==> config.mk <==
export PLATFORM = sky130hd
export DESIGN_NAME = multi_channel_loss_watchdog
export DESIGN_NICKNAME = d
export VERILOG_FILES = /design/src/sv/mclw_pkg.sv /design/src/sv/multi_channel_loss_watchdog.sv /design/src/sv/mclw_sequencer.sv /design/src/sv/mclw_datapath.sv
export SDC_FILE = /design/constraint.sdc
export NUM_CORES = 1
export LEC_CHECK = 0
export BUFFER_PORTS_ARGS = -buffer_cell sky130_fd_sc_hd__buf_2
export CELL_PAD_IN_SITES_DETAIL_PLACEMENT = 0
export CELL_PAD_IN_SITES_GLOBAL_PLACEMENT = 2
export CORE_AREA = 2 2 232 280
export CTS_CLUSTER_SIZE = 10
export DETAILED_ROUTE_END_ITERATION = 16
export DIE_AREA = 0 0 234 282
export PLACE_DENSITY_LB_ADDON = 0.1
export SKIP_CTS_REPAIR_TIMING = 1
export SLEW_MARGIN = 15
export SYNTH_ARGS = -nofsm -noshare
export SYNTH_HDL_FRONTEND = slang
export SYNTH_SLANG_ARGS = --single-unit
==> constraint.sdc <==
create_clock -name clock -period 6.4 [get_ports clock]
set_clock_uncertainty 0.05 [all_clocks]
set_input_delay 1.28 -clock clock [delete_from_list [all_inputs] [get_ports clock]]
set_output_delay 1.28 -clock clock [all_outputs]
set_load 0.03 [all_outputs]
==> src/sv/mclw_pkg.sv <==
`default_nettype none

package mclw_pkg;

   // Field widths that the item formats fix.
   localparam int MODE_W    = 3;
   localparam int CHAN_W    = 3;
   localparam int LIMIT_W   = 32;
   localparam int UPC_W     = 3;

   // Item modes.
   localparam logic [MODE_W-1:0] MODE_TICK    = 3'd0;
   localparam logic [MODE_W-1:0] MODE_REFRESH = 3'd1;
   localparam logic [MODE_W-1:0] MODE_CHECK   = 3'd2;
   localparam logic [MODE_W-1:0] MODE_ATTACH  = 3'd3;
   localparam logic [MODE_W-1:0] MODE_DETACH  = 3'd4;

   // Result event codes.
   localparam logic EV_LOST      = 1'b0;
   localparam logic EV_RECOVERED = 1'b1;

   // Microprogram step addresses.
   localparam logic [UPC_W-1:0] UPC_FETCH   = 3'd0;
   localparam logic [UPC_W-1:0] UPC_TICK    = 3'd1;
   localparam logic [UPC_W-1:0] UPC_REFRESH = 3'd2;
   localparam logic [UPC_W-1:0] UPC_CLEAR   = 3'd3;
   localparam logic [UPC_W-1:0] UPC_EVAL    = 3'd4;
   localparam logic [UPC_W-1:0] UPC_EMIT    = 3'd5;
   localparam logic [UPC_W-1:0] UPC_ATTACH  = 3'd6;
   localparam logic [UPC_W-1:0] UPC_DETACH  = 3'd7;

   typedef struct packed {
      logic [MODE_W-1:0]  mode;
      logic [CHAN_W-1:0]  channel;
      logic [LIMIT_W-1:0] limit;
   } req_type;

   typedef struct packed {
      logic [CHAN_W-1:0] channel_out;
      logic              event_res;
      logic              last;
   } rsp_type;

   typedef enum logic [2:0] {
      UOP_NOP,
      UOP_TICK,
      UOP_REFRESH,
      UOP_CLEAR,
      UOP_EVAL,
      UOP_EMIT,
      UOP_ATTACH,
      UOP_DETACH
   } uop_type;

   typedef enum logic [2:0] {
      COND_SEQ,
      COND_JUMP,
      COND_DISPATCH,
      COND_LOOP,
      COND_DRAIN
   } cond_type;

   typedef struct packed {
      logic             ready;
      uop_type          op;
      cond_type         cond;
      logic [UPC_W-1:0] target;
   } ctrl_word_type;

   typedef struct packed {
      logic stall;
      logic idx_end;
      logic pend_empty;
   } status_type;

   // Control store.
   function automatic ctrl_word_type rom_word(input logic [UPC_W-1:0] upc);
      ctrl_word_type w;
      w = '{ready: 1'b0, op: UOP_NOP, cond: COND_JUMP, target: UPC_FETCH};
      case (upc)
         UPC_FETCH:   w = '{ready: 1'b1, op: UOP_NOP, cond: COND_DISPATCH, target: UPC_FETCH};
         UPC_TICK:    w = '{ready: 1'b0, op: UOP_TICK, cond: COND_JUMP, target: UPC_FETCH};
         UPC_REFRESH: w = '{ready: 1'b0, op: UOP_REFRESH, cond: COND_JUMP, target: UPC_FETCH};
         UPC_CLEAR:   w = '{ready: 1'b0, op: UOP_CLEAR, cond: COND_SEQ, target: UPC_FETCH};
         UPC_EVAL:    w = '{ready: 1'b0, op: UOP_EVAL, cond: COND_LOOP, target: UPC_EVAL};
         UPC_EMIT:    w = '{ready: 1'b0, op: UOP_EMIT, cond: COND_DRAIN, target: UPC_FETCH};
         UPC_ATTACH:  w = '{ready: 1'b0, op: UOP_ATTACH, cond: COND_JUMP, target: UPC_FETCH};
         UPC_DETACH:  w = '{ready: 1'b0, op: UOP_DETACH, cond: COND_JUMP, target: UPC_FETCH};
         default:     w = '{ready: 1'b0, op: UOP_NOP, cond: COND_JUMP, target: UPC_FETCH};
      endcase
      return w;
   endfunction

   // Entry point of each mode's routine.
   function automatic logic [UPC_W-1:0] dispatch(input logic [MODE_W-1:0] mode);
      logic [UPC_W-1:0] a;
      a = UPC_FETCH;
      case (mode)
         MODE_TICK:    a = UPC_TICK;
         MODE_REFRESH: a = UPC_REFRESH;
         MODE_CHECK:   a = UPC_CLEAR;
         MODE_ATTACH:  a = UPC_ATTACH;
         MODE_DETACH:  a = UPC_DETACH;
         default:      a = UPC_FETCH;
      endcase
      return a;
   endfunction

endpackage

`default_nettype wire

==> src/sv/multi_channel_loss_watchdog.sv <==
`default_nettype none

// Multi-channel loss watchdog. Each item on the req_ channel either advances
// the tick counter by one, attaches a channel with a timeout limit,
// detaches it, refreshes it, or checks all channels. A check reports a lost
// event for every active channel whose elapsed time since its last refresh,
// wrapped to TIME_WIDTH bits, is greater than its limit, in ascending channel
// order, and it repeats the report on every check while the channel stays
// lost. A refresh of a lost channel reports a recovered event. The last
// result of an item carries last set. Attach sets the refresh time to zero,
// not to the current tick count. Control is a small microprogram: a step
// counter walks a read-only table of control words that drives the
// datapath, one word per cycle unless a stall holds the step counter.
// Tick, refresh, attach and detach pass through the fetch step and one
// work step; an item with an unused mode is dropped in the fetch step
// itself. A check goes from the fetch step to a clear step, then walks
// the per-channel limit and refresh-time memories, one entry per cycle, in
// its evaluation step, then its emit step moves over each channel index up
// to and including the highest lost one, plus one closing pass. A step that
// must store a result waits while the output register still holds an
// untaken item. A new item is accepted only in the fetch step; a finished
// result may still be waiting in the output register at that time.
module multi_channel_loss_watchdog #(
   parameter int CHANNELS   = 8,
   parameter int TIME_WIDTH = 32
) (
   input  wire logic                clock,
   input  wire logic                reset,
   input  wire logic                req_valid,
   output logic                     req_ready,
   input  wire mclw_pkg::req_type   req_data,
   output logic                     rsp_valid,
   input  wire logic                rsp_ready,
   output mclw_pkg::rsp_type        rsp_data
);

   mclw_pkg::ctrl_word_type ctrl;
   mclw_pkg::status_type    status;

   mclw_sequencer u_seq (
      .clock     (clock),
      .reset     (reset),
      .req_valid (req_valid),
      .req_mode  (req_data.mode),
      .status    (status),
      .ctrl      (ctrl)
   );

   mclw_datapath #(
      .CHANNELS   (CHANNELS),
      .TIME_WIDTH (TIME_WIDTH)
   ) u_dp (
      .clock      (clock),
      .reset      (reset),
      .ctrl       (ctrl),
      .req_accept (req_valid && req_ready),
      .req_data   (req_data),
      .rsp_ready  (rsp_ready),
      .rsp_valid  (rsp_valid),
      .rsp_data   (rsp_data),
      .status     (status)
   );

   // The fetch step accepts items; it is the only step that drives ready.
   assign req_ready = ctrl.ready;

   // No lost reports remain pending once the sequencer is back at fetch.
   a_fetch_no_pending: assert property (@(posedge clock) disable iff (reset)
      req_ready |-> status.pend_empty)
      else $error("pending lost reports left at fetch");

   // An item with a defined mode always leaves the fetch step for its routine.
   a_dispatch_leaves_fetch: assert property (@(posedge clock) disable iff (reset)
      (req_valid && req_ready && (req_data.mode == mclw_pkg::MODE_TICK
         || req_data.mode == mclw_pkg::MODE_REFRESH
         || req_data.mode == mclw_pkg::MODE_CHECK
         || req_data.mode == mclw_pkg::MODE_ATTACH
         || req_data.mode == mclw_pkg::MODE_DETACH)) |=> !req_ready)
      else $error("sequencer did not leave fetch after an item");

   // A recovered event is the only result of its refresh item.
   a_recovered_is_last: assert property (@(posedge clock) disable iff (reset)
      (rsp_valid && (rsp_data.event_res == mclw_pkg::EV_RECOVERED)) |-> rsp_data.last)
      else $error("recovered event without last");

endmodule

`default_nettype wire

==> src/sv/mclw_sequencer.sv <==
`default_nettype none

module mclw_sequencer (
   input  wire logic                          clock,
   input  wire logic                          reset,
   input  wire logic                          req_valid,
   input  wire logic [mclw_pkg::MODE_W-1:0]   req_mode,
   input  wire mclw_pkg::status_type          status,
   output mclw_pkg::ctrl_word_type            ctrl
);

   logic [mclw_pkg::UPC_W-1:0] upc_ff;
   logic [mclw_pkg::UPC_W-1:0] upc_in;

   always_ff @(posedge clock) begin
      if (reset) begin
         upc_ff <= mclw_pkg::UPC_FETCH;
      end else begin
         upc_ff <= upc_in;
      end
   end

   // Next step.
   always_comb begin
      upc_in = upc_ff;
      if (!status.stall) begin
         case (ctrl.cond)
            mclw_pkg::COND_SEQ:      upc_in = upc_ff + 1'b1;
            mclw_pkg::COND_JUMP:     upc_in = ctrl.target;
            mclw_pkg::COND_DISPATCH: upc_in = req_valid ? mclw_pkg::dispatch(req_mode) : upc_ff;
            mclw_pkg::COND_LOOP:     upc_in = status.idx_end ? upc_ff + 1'b1 : ctrl.target;
            mclw_pkg::COND_DRAIN:    upc_in = status.pend_empty ? ctrl.target : upc_ff;
            default:                 upc_in = mclw_pkg::UPC_FETCH;
         endcase
      end
   end

   // Control word of the current step.
   always_comb begin
      ctrl = mclw_pkg::rom_word(upc_ff);
   end

endmodule

`default_nettype wire

==> src/sv/mclw_datapath.sv <==
`default_nettype none

module mclw_datapath #(
   parameter int CHANNELS   = 8,
   parameter int TIME_WIDTH = 32
) (
   input  wire logic                     clock,
   input  wire logic                     reset,
   input  wire mclw_pkg::ctrl_word_type  ctrl,
   input  wire logic                     req_accept,
   input  wire mclw_pkg::req_type        req_data,
   input  wire logic                     rsp_ready,
   output logic                          rsp_valid,
   output mclw_pkg::rsp_type             rsp_data,
   output mclw_pkg::status_type          status
);

   localparam int IDX_W = (CHANNELS > 1) ? $clog2(CHANNELS) : 1;
   localparam int CMP_W = (TIME_WIDTH > mclw_pkg::LIMIT_W) ? TIME_WIDTH : mclw_pkg::LIMIT_W;

   mclw_pkg::req_type            item_ff;
   logic [TIME_WIDTH-1:0]        now_ff, now_in;
   logic [CHANNELS-1:0]          active_ff, active_in;
   logic [CHANNELS-1:0]          lost_ff, lost_in;
   logic [CHANNELS-1:0]          pend_ff, pend_in;
   logic [CHANNELS-1:0]          pend_rest;
   logic [IDX_W-1:0]             idx_ff, idx_in;
   logic                         rsp_valid_ff, rsp_valid_in;
   mclw_pkg::rsp_type            rsp_ff, rsp_in;

   logic [mclw_pkg::LIMIT_W-1:0] limit_mem [CHANNELS];
   logic [TIME_WIDTH-1:0]        refresh_mem [CHANNELS];
   logic [mclw_pkg::LIMIT_W-1:0] lim_rd_ff;
   logic [TIME_WIDTH-1:0]        ref_rd_ff;

   logic                         ch_ok;
   logic [IDX_W-1:0]             ch_idx;
   logic                         emit_refresh, emit_check, emit_want, go;
   logic                         idx_end, hit;
   logic [TIME_WIDTH-1:0]        elapsed;
   logic                         lim_we, ref_we;
   logic [TIME_WIDTH-1:0]        ref_wdata;

   assign ch_ok   = 32'(item_ff.channel) < 32'(CHANNELS);
   assign ch_idx  = IDX_W'(item_ff.channel);
   assign idx_end = idx_ff == IDX_W'(CHANNELS - 1);
   assign elapsed = now_ff - ref_rd_ff;
   assign hit     = active_ff[idx_ff] && (CMP_W'(elapsed) > CMP_W'(lim_rd_ff));

   assign emit_refresh = (ctrl.op == mclw_pkg::UOP_REFRESH) && ch_ok
                         && active_ff[ch_idx] && lost_ff[ch_idx];
   assign emit_check   = (ctrl.op == mclw_pkg::UOP_EMIT) && pend_ff[idx_ff];
   assign emit_want    = emit_refresh || emit_check;
   assign go           = !(emit_want && rsp_valid_ff && !rsp_ready);

   assign lim_we    = (ctrl.op == mclw_pkg::UOP_ATTACH) && ch_ok;
   assign ref_we    = lim_we || ((ctrl.op == mclw_pkg::UOP_REFRESH) && go && ch_ok
                                 && active_ff[ch_idx]);
   assign ref_wdata = (ctrl.op == mclw_pkg::UOP_ATTACH) ? '0 : now_ff;

   always_comb begin
      pend_rest         = pend_ff;
      pend_rest[idx_ff] = 1'b0;
   end

   always_comb begin
      now_in    = now_ff;
      active_in = active_ff;
      lost_in   = lost_ff;
      pend_in   = pend_ff;
      idx_in    = idx_ff;
      case (ctrl.op)
         mclw_pkg::UOP_TICK: begin
            now_in = now_ff + 1'b1;
         end
         mclw_pkg::UOP_REFRESH: begin
            if (emit_refresh && go) begin
               lost_in[ch_idx] = 1'b0;
            end
         end
         mclw_pkg::UOP_CLEAR: begin
            pend_in = '0;
            idx_in  = '0;
         end
         mclw_pkg::UOP_EVAL: begin
            pend_in[idx_ff] = pend_ff[idx_ff] | hit;
            lost_in[idx_ff] = lost_ff[idx_ff] | hit;
            idx_in          = idx_end ? '0 : idx_ff + 1'b1;
         end
         mclw_pkg::UOP_EMIT: begin
            if (go && (pend_ff != '0)) begin
               pend_in = pend_rest;
               idx_in  = idx_end ? '0 : idx_ff + 1'b1;
            end
         end
         mclw_pkg::UOP_ATTACH: begin
            if (ch_ok) begin
               active_in[ch_idx] = 1'b1;
               lost_in[ch_idx]   = 1'b0;
            end
         end
         mclw_pkg::UOP_DETACH: begin
            if (ch_ok) begin
               active_in[ch_idx] = 1'b0;
               lost_in[ch_idx]   = 1'b0;
            end
         end
         default: begin
         end
      endcase
   end

   always_comb begin
      rsp_valid_in = (rsp_valid_ff && !rsp_ready) || (emit_want && go);
      rsp_in       = rsp_ff;
      if (emit_want && go) begin
         if (emit_refresh) begin
            rsp_in = '{channel_out: item_ff.channel, event_res: mclw_pkg::EV_RECOVERED,
                       last: 1'b1};
         end else begin
            rsp_in = '{channel_out: mclw_pkg::CHAN_W'(idx_ff), event_res: mclw_pkg::EV_LOST,
                       last: (pend_rest == '0)};
         end
      end
   end

   always_ff @(posedge clock) begin
      if (reset) begin
         now_ff       <= '0;
         active_ff    <= '0;
         lost_ff      <= '0;
         pend_ff      <= '0;
         idx_ff       <= '0;
         rsp_valid_ff <= 1'b0;
      end else begin
         now_ff       <= now_in;
         active_ff    <= active_in;
         lost_ff      <= lost_in;
         pend_ff      <= pend_in;
         idx_ff       <= idx_in;
         rsp_valid_ff <= rsp_valid_in;
      end
   end

   always_ff @(posedge clock) begin
      if (req_accept) begin
         item_ff <= req_data;
      end
      rsp_ff <= rsp_in;
   end

   // Limit and refresh-time stores, read ahead at the next walk index.
   always_ff @(posedge clock) begin
      if (lim_we) begin
         limit_mem[ch_idx] <= item_ff.limit;
      end
      if (ref_we) begin
         refresh_mem[ch_idx] <= ref_wdata;
      end
      lim_rd_ff <= limit_mem[idx_in];
      ref_rd_ff <= refresh_mem[idx_in];
   end

   assign rsp_valid         = rsp_valid_ff;
   assign rsp_data          = rsp_ff;
   assign status.stall      = !go;
   assign status.idx_end    = idx_end;
   assign status.pend_empty = pend_ff == '0;

endmodule

`default_nettype wire

Yosys cells after proc, flatten, opt, wreduce, memory -nomap -nowiden:

Memory sizes are Yosys's and may differ from the RTL's. A register that Yosys moved wholly into a read port is not among the register bits.
Cells that the tools add are included.

* $add $sub $neg: 4
* $lt $le $gt $ge: 5
* equal/unequal tests: 20
* multiplexer cells: 37
* bitwise logic cells: 9
* reduce and logical (&&, ||, !) cells: 32

Operators with widths (number)
* case mux 8 bit (3 select lines): 2
* adder 32 x 1 -> 32 bit (second input constant): 1
* > comparator 32 bit: 1
* 2-to-1 mux 32 bit: 1
* subtractor 32 bit: 1
* case mux 3 bit (5 select lines): 2
* bitwise AND 8 bit: 3
* == test 3 bit (second input constant): 7
* 2-to-1 mux 3 bit: 7
* == test 3 x 2 -> 1 bit (second input constant): 6
* bitwise mux 8 bit: 2
* zero test 8 bit: 2
* 2-to-1 mux 8 bit: 2
* NOT 8 bit: 2
* case mux 8 bit (2 select lines): 1
* binary-select mux 1 bit (select 3 bit): 5
* logical AND 1 bit: 15
* 2-to-1 mux 1 bit: 11
* == test 3 x 1 -> 1 bit (second input constant): 3
* case mux 3 bit (3 select lines): 1
* less-than comparator 3 x 4 -> 1 bit (second input constant): 2
* bitwise OR 8 bit: 1
* nonzero test 8 bit: 1
* adder 3 x 1 -> 3 bit (second input constant): 2
* other kinds (15): 26

* flip-flop bits (word level): 103
* bits in writable memories: 512
* bits in read-only memories: 64
* input bits: 42
* output and inout bits: 7
* memories: 3

Memories
* u_dp.limit_mem: words 8, bits a word 32, rd ports 1, clocked after memory_dff 1, wr ports 1, line mclw_datapath.sv:31 `logic [mclw_pkg::LIMIT_W-1:0] limit_mem [CHANNELS];`
* u_dp.refresh_mem: words 8, bits a word 32, rd ports 1, clocked after memory_dff 1, wr ports 1, line mclw_datapath.sv:32 `logic [TIME_WIDTH-1:0] refresh_mem [CHANNELS];`
* (no name shown): words 8, bits a word 8, rd ports 1, clocked after memory_dff 1, wr ports 0, line mclw_pkg.sv:80 `case (upc)`

Longest topological paths before layout:

* word-level depth: 13
* mapped depth: 23
* gate-level depth less buffers: 23

Hierarchy:

A second synthesis with hierarchy kept.

* cells, all modules: 1956
* area, all modules: 29006.6 µm²

Modules (own cells, without submodules)
* mclw_datapath: instances 1, cells each 1888, area an instance 28368.5 µm², seq. area each 19058.3 µm²
* mclw_sequencer: instances 1, cells each 67, area an instance 631.9 µm², seq. area each 220.2 µm²
* multi_channel_loss_watchdog: instances 1, cells each 1, area an instance 6.3 µm², seq. area each 0.0 µm²

Worst setup path after synthesis:

Ideal clock, no wire load.

* path kind: flip-flop to flip-flop
* start: register u_dp.now_ff[0]
* end: register u_dp.lost_ff[0]
* library setup time: 138 ps
* arrival: 4410 ps
* slack: 1803 ps
* stages on the path, launching flop included: 24
* period minus slack after synthesis: 4597 ps
* cell sequence: dfxtp_1 -> inv_1 -> ha_1 -> inv_1 -> fa_1 -> a21oi_1 -> o221ai_1 -> o211ai_1 -> o311ai_0 -> a31oi_1 -> inv_1 -> a31o_2 -> a21oi_1 -> xnor2_1 -> ha_1 -> a21o_1 -> a21o_1 -> a21o_1 -> a21o_1 -> a211o_1 -> o221ai_1 -> a31oi_1 -> o21ai_0 -> o21ai_0

* longest elaborated chain between the ends: 6

Ends and longest elaborated chain
* start: declaration: line mclw_datapath.sv:22 `logic [TIME_WIDTH-1:0] now_ff, now_in;`
* start signal: assignment: line mclw_datapath.sv:136 `now_ff <= now_in;`
* subtractor 32 bit: line mclw_datapath.sv:47 `assign elapsed = now_ff - ref_rd_ff;`
* > comparator 32 bit: line mclw_datapath.sv:48 `assign hit = active_ff[idx_ff] && (CMP_W'(elapsed) > CMP_W'(lim_rd_ff));`
* logical AND 1 bit: line mclw_datapath.sv:48
* bitwise OR 1 bit: line mclw_datapath.sv:87 `lost_in[idx_ff] = lost_ff[idx_ff] | hit;`
* bitwise mux 8 bit: line mclw_datapath.sv:87
* case mux 8 bit (3 select lines): line mclw_datapath.sv:72 `case (ctrl.op)`
* end signal: assignment: line mclw_datapath.sv:138 `lost_ff <= lost_in;`
* end: declaration: line mclw_datapath.sv:24 `logic [CHANNELS-1:0] lost_ff, lost_in;`

Every way passes these cells.
A chain may end at the register's enable or synchronous reset.

Worst setup path in the final report:

* start: register u_dp.now_ff[0]
* end: register u_dp.pend_ff[4]

* longest elaborated chain between the ends: 6

Ends and longest elaborated chain
* subtractor 32 bit: line mclw_datapath.sv:47
* > comparator 32 bit: line mclw_datapath.sv:48
* logical AND 1 bit: line mclw_datapath.sv:48
* bitwise OR 1 bit: line mclw_datapath.sv:86 `pend_in[idx_ff] = pend_ff[idx_ff] | hit;`
* bitwise mux 8 bit: line mclw_datapath.sv:86
* case mux 8 bit (3 select lines): line mclw_datapath.sv:72
* end signal: assignment: line mclw_datapath.sv:139 `pend_ff <= pend_in;`
* end: declaration: line mclw_datapath.sv:25 `logic [CHANNELS-1:0] pend_ff, pend_in;`

Every way passes these cells.

==> Flow_metrics.wiki <==
{| class="wikitable"
! Metric !! Value
|-
| Placer Congestion || 0.816
|-
| Cell class contributing the biggest share of worst-path delay || compound AO/OA/AOI/OAI gates
|-
| Die outline area || 66,000 um^2
|-
| Max FO, Critical Path || 8
|-
| Multiplexer share of the synthesized area || 9.42%
|-
| Kind of critical path || reg -> reg
|-
| Share of power burned in the clock network || 38.1%
|-
| H-Tree Depth || 3
|-
| Fraction of power spent switching nets || 25.4%
|-
| Final max-slew violation count || 0
|-
| Internal Pwr Total || 8.10 mW
|-
| Overflow left after global routing || 0
|-
| Fraction of final layout cells sized beyond drive strength 1 || 13.2%
|-
| Tightest slew margin relative to the limit || 25.5%
|-
| Clock slew at the register clock pins of the worst setup and hold paths || 0.05 ns
|-
| Adder-cell share of the synthesized area || 3.06%
|-
| Worst path cell trace || inv_1, ha_1, inv_1, fa_1, a21oi_1, o221ai_1, o211ai_1, o311ai_0, a31oi_1, o21ai_0, a2111o_1, a2111o_1, o311ai_0, ha_1, nand4_1, nor3_1, nand2_1, o31ai_1, a31oi_1, o21ai_1, o32ai_1
|-
| Number of buffers and inverters on the critical path || 2
|-
| Vias after detailed routing || 16,000
|-
| Proportion of synthesized flip-flops having asynchronous set or reset || 0%
|-
| Critical hold path startpoint || u_seq.upc_ff[2]
|-
| Sequential share of power || 47.7%
|-
| Maximum capacitance violations || 0
|-
| Number of antenna repair diodes || 0
|-
| Post-synthesis compound-gate area fraction || 10.0%
|-
| Startpoint class of the critical path || flop
|-
| Largest stage delay, worst path || 0.60 ns
|-
| XOR/XNOR Fraction of Synth Area || 1.64%
|-
| Final TNS setup || 0 ns
|-
| Reg-to-reg startpoint || u_dp.now_ff[0]
|-
| Mean number of vias per cell || 5.47
|-
| Area growth from synthesis to layout || 12.7%
|-
| Register-to-Register Path Depth || 21
|-
| Core outline area || 63,100 um^2
|-
| Internal reg-to-reg setup slack || 0.65 ns
|-
| Detailed placement HPWL || 39.1 mm
|-
| Rows || 101
|-
| Total clock buffers created by CTS || 80
|-
| Clock latency of the later-clocked register in the worst-skew pair || 0.63 ns
|-
| Vias in the first global route || 16,500
|-
| DRT Pass-1 Iters || 4
|-
| Number of design rule violations left after detail routing || 0
|-
| Simple-gate portion of the synthesized area || 6.00%
|-
| Pwr Density || 334 nW/um^2
|-
| Net count after synthesis || 2,061
|-
| Post-synthesis instance area || 28,900 um^2
|-
| Combined flip-flop and latch cell area || 19,300 um^2
|-
| I/O pin cnt || 49
|-
| Antenna Violating Nets Remaining || 0
|-
| Die X || 234 um
|-
| Number of synthesized flops with an enable pin || 552
|-
| Routed length per instance || 22.3 um
|-
| Number of flip-flops and latches in the synthesized netlist || 687
|-
| Root buf cell || clkbuf_16
|-
| IR Drop Worst-Case VDD || 0.000285 V
|-
| Post-synthesis cell count || 1,949
|-
| Hold Fails Final Rpt || 0
|-
| Final critical-path required period || 5.75 ns
|-
| # nets final || 2,146
|-
| Final critical-path share of the clock period || 89.9%
|-
| Clock tree from TritonCTS || built
|-
| Distinct cells, synth || 81
|-
| Hold WC Path Type || reg -> reg
|-
| Setup repair after global routing missed its margin || false
|-
| CTS Sinks || 687
|-
| Combinational group share of total power || 14.3%
|-
| Y dimension of the die || 282 um
|-
| Total power of the final layout || 10.9 mW
|-
| Global routing usage summed across all routing layers || 20.2%
|-
| Setup violations, final || 0
|-
| Required @ worst endpoint || 6.82 ns
|-
| Maximum number of buffers from clock root to sink || 3
|-
| DRC violation total after the first TritonRoute iteration || 1,095
|-
| Worst hold path stage count || 2
|-
| Max Fclk || 174 MHz
|-
| Total routed wirelength || 65.3 mm
|-
| Fillcell total || 5,338
|-
| Arrival time at the worst endpoint || 6.17 ns
|-
| Mapped Avg Cell Area || 14.8 um^2
|-
| Leakage component of the power || 11.0 nW
|-
| Crit-path slowest cell || o21ai_1
|-
| Effective utilization at floorplan || 45.8%
|-
| Maximum number of pins on one net before global-route repair || 68
|-
| Initial antenna violation count || 0
|-
| Run status || finished clean
|-
| Count of port buffers added during placement || 48
|-
| Area used by multi-input combinational logic || 8860 um^2
|-
| Worst Tran Pin Value || 1.12 ns
|-
| Worst Hold Endpoint || u_seq.upc_ff[2]
|-
| Synth warnings || 0
|-
| Net switching power || 2.76 mW
|-
| Global-route wire length before repair || 99.9 mm
|-
| Share of synthesized area occupied by flip-flops and latches || 66.8%
|-
| Flip-flop cell with the highest count after synthesis || edfxtp_1
|-
| End of the worst register-to-register path || u_dp.pend_ff[4]
|-
| Dominant combinational cell family by area after synthesis || compound AO/OA/AOI/OAI gates
|-
| Element type at the critical path end || flop
|}
-- power groups by stage --
stage | logic, mW | clock network (mW) | registers (mW)
floorplan | 1.26 | 0 | 5.21
global placement | 1.56 | 0 | 5.26
detailed placement | 1.57 | 0 | 5.27
CTS | 1.58 | 4.24 | 5.18
global route | 1.71 | 4.43 | 5.20
finish | 1.55 | 4.14 | 5.18
-- placed cells by master, fill, tap and decap left out, types with 66 or more instances in the layout --
master     synthesis  final
clkbuf_16          0     80
inv_1             91     91
a22o_1            66     66
mux2i_1          265    265
nor2_1           106     94
ha_1              69     69
edfxtp_1         552    552
dfxtp_1          135    135
nand2_1           75     75
-- synth_stat cells, types with 5 or more instances --
| cell | number | area share [%] |
|---|---|---|
| a21o_1 | 13 | 0.34 |
| a21oi_1 | 62 | 1.1 |
| a221oi_2 | 62 | 3.2 |
| a22o_1 | 66 | 2.0 |
| a22oi_1 | 7 | 0.18 |
| a31oi_1 | 6 | 0.13 |
| and2_1 | 34 | 0.74 |
| and3_1 | 8 | 0.17 |
| buf_2 | 21 | 0.36 |
| buf_4 | 9 | 0.23 |
| buf_6 | 10 | 0.39 |
| clkbuf_1 | 32 | 0.42 |
| dfxtp_1 | 135 | 9.4 |
| edfxtp_1 | 552 | 57 |
| ha_1 | 69 | 3.0 |
| inv_1 | 91 | 1.2 |
| mux2i_1 | 265 | 9.2 |
| nand2_1 | 75 | 0.98 |
| nand2b_1 | 10 | 0.22 |
| nand3_1 | 24 | 0.42 |
| nand3b_1 | 11 | 0.29 |
| nand4_1 | 20 | 0.43 |
| nor2_1 | 106 | 1.4 |
| nor2b_1 | 13 | 0.28 |
| nor3_1 | 16 | 0.28 |
| o211ai_1 | 5 | 0.13 |
| o21a_1 | 10 | 0.26 |
| o21ai_0 | 47 | 0.81 |
| o22ai_1 | 5 | 0.11 |
| o32ai_1 | 8 | 0.24 |
| or3_1 | 9 | 0.20 |
| xnor2_1 | 27 | 0.82 |
| xor2_1 | 27 | 0.82 |
-- sequential cells by signal (all words and copies together), names as in the netlist, 5 cells and up, named ones only --
name / flops
u_dp.item_ff: 32
u_dp.lim_rd_ff: 32
u_dp.limit_mem: 256
u_dp.ref_rd_ff: 32
u_dp.lost_ff: 8
u_dp.pend_ff: 8
u_dp.rsp_data: 5
u_dp.refresh_mem: 256
u_seq.ctrl: 8
u_dp.now_ff: 32
-- worst max-delay path by stage --
stage,depth (start not counted),from,end
4_1_cts,20,u_dp.now_ff[0],u_dp.lost_ff[6]
5_1_grt,21,u_dp.now_ff[0],u_dp.pend_ff[6]
6_report,21,u_dp.now_ff[0],u_dp.pend_ff[4]
3_3_place_gp,23,u_dp.now_ff[0],u_dp.lost_ff[5]
2_1_floorplan,23,u_dp.now_ff[0],u_dp.lost_ff[0]
3_5_place_dp,21,u_dp.now_ff[0],u_dp.lost_ff[0]
-- metrics by stage --
stage	area (um^2)	utilization (%)	instances	hold slack [ns]	setup WS [ns]
2_1_floorplan	28900	-	1949	0.421	1.80
3_3_place_gp	30100	47.8	2776	0.442	0.617
3_5_place_dp	30100	47.8	2776	0.458	0.535
4_1_cts	32500	51.6	2925	0.469	0.514
5_1_grt	32500	51.6	2925	0.494	0.0131
6_report	32500	51.6	2925	0.469	0.649
-- metal layers --
metal  GRT usage, %  vias up  share of wire (%)  wire length [um]
met5              0        -                  0                 0
met4           6.38        0                2.1              1400
met3           2.54       88                3.0              1980
met2           34.9      251                 50             32900
met1           26.5     8014                 45             29100
li1               -     7641                  -                 -
-- logic make-up (layout without fill, tap and decap cells) --
group                    after synthesis  in the layout
multiplexers                         269            269
flip-flops                           687            687
XOR/XNOR                              54             54
AO/OA/AOI/OAI                        342            342
AND/OR/NAND/NOR                      349            349
buffers and inverters                178            330
adder cells (fa/ha/maj)               70             70
-- worst min-delay path, delay by kind of cell (launching register included) --
kind	cells	cell delay [ns]
DFF	1	0.30
AOI/OAI and AO/OA	2	0.16
-- final cells by class --
| type | instances | area share, % |
|---|---|---|
| Inverter | 93 | 1.07 |
| Sequential cell | 687 | 59.3 |
| Clock inverter | 11 | 0.496 |
| Multi-Input combinational cell | 1084 | 27.2 |
| Tap cell | 824 | 3.17 |
| Timing Repair Buffer | 88 | 1.85 |
| Clock buffer | 138 | 6.89 |
Note: power is estimated with default switching activity, not from simulation.
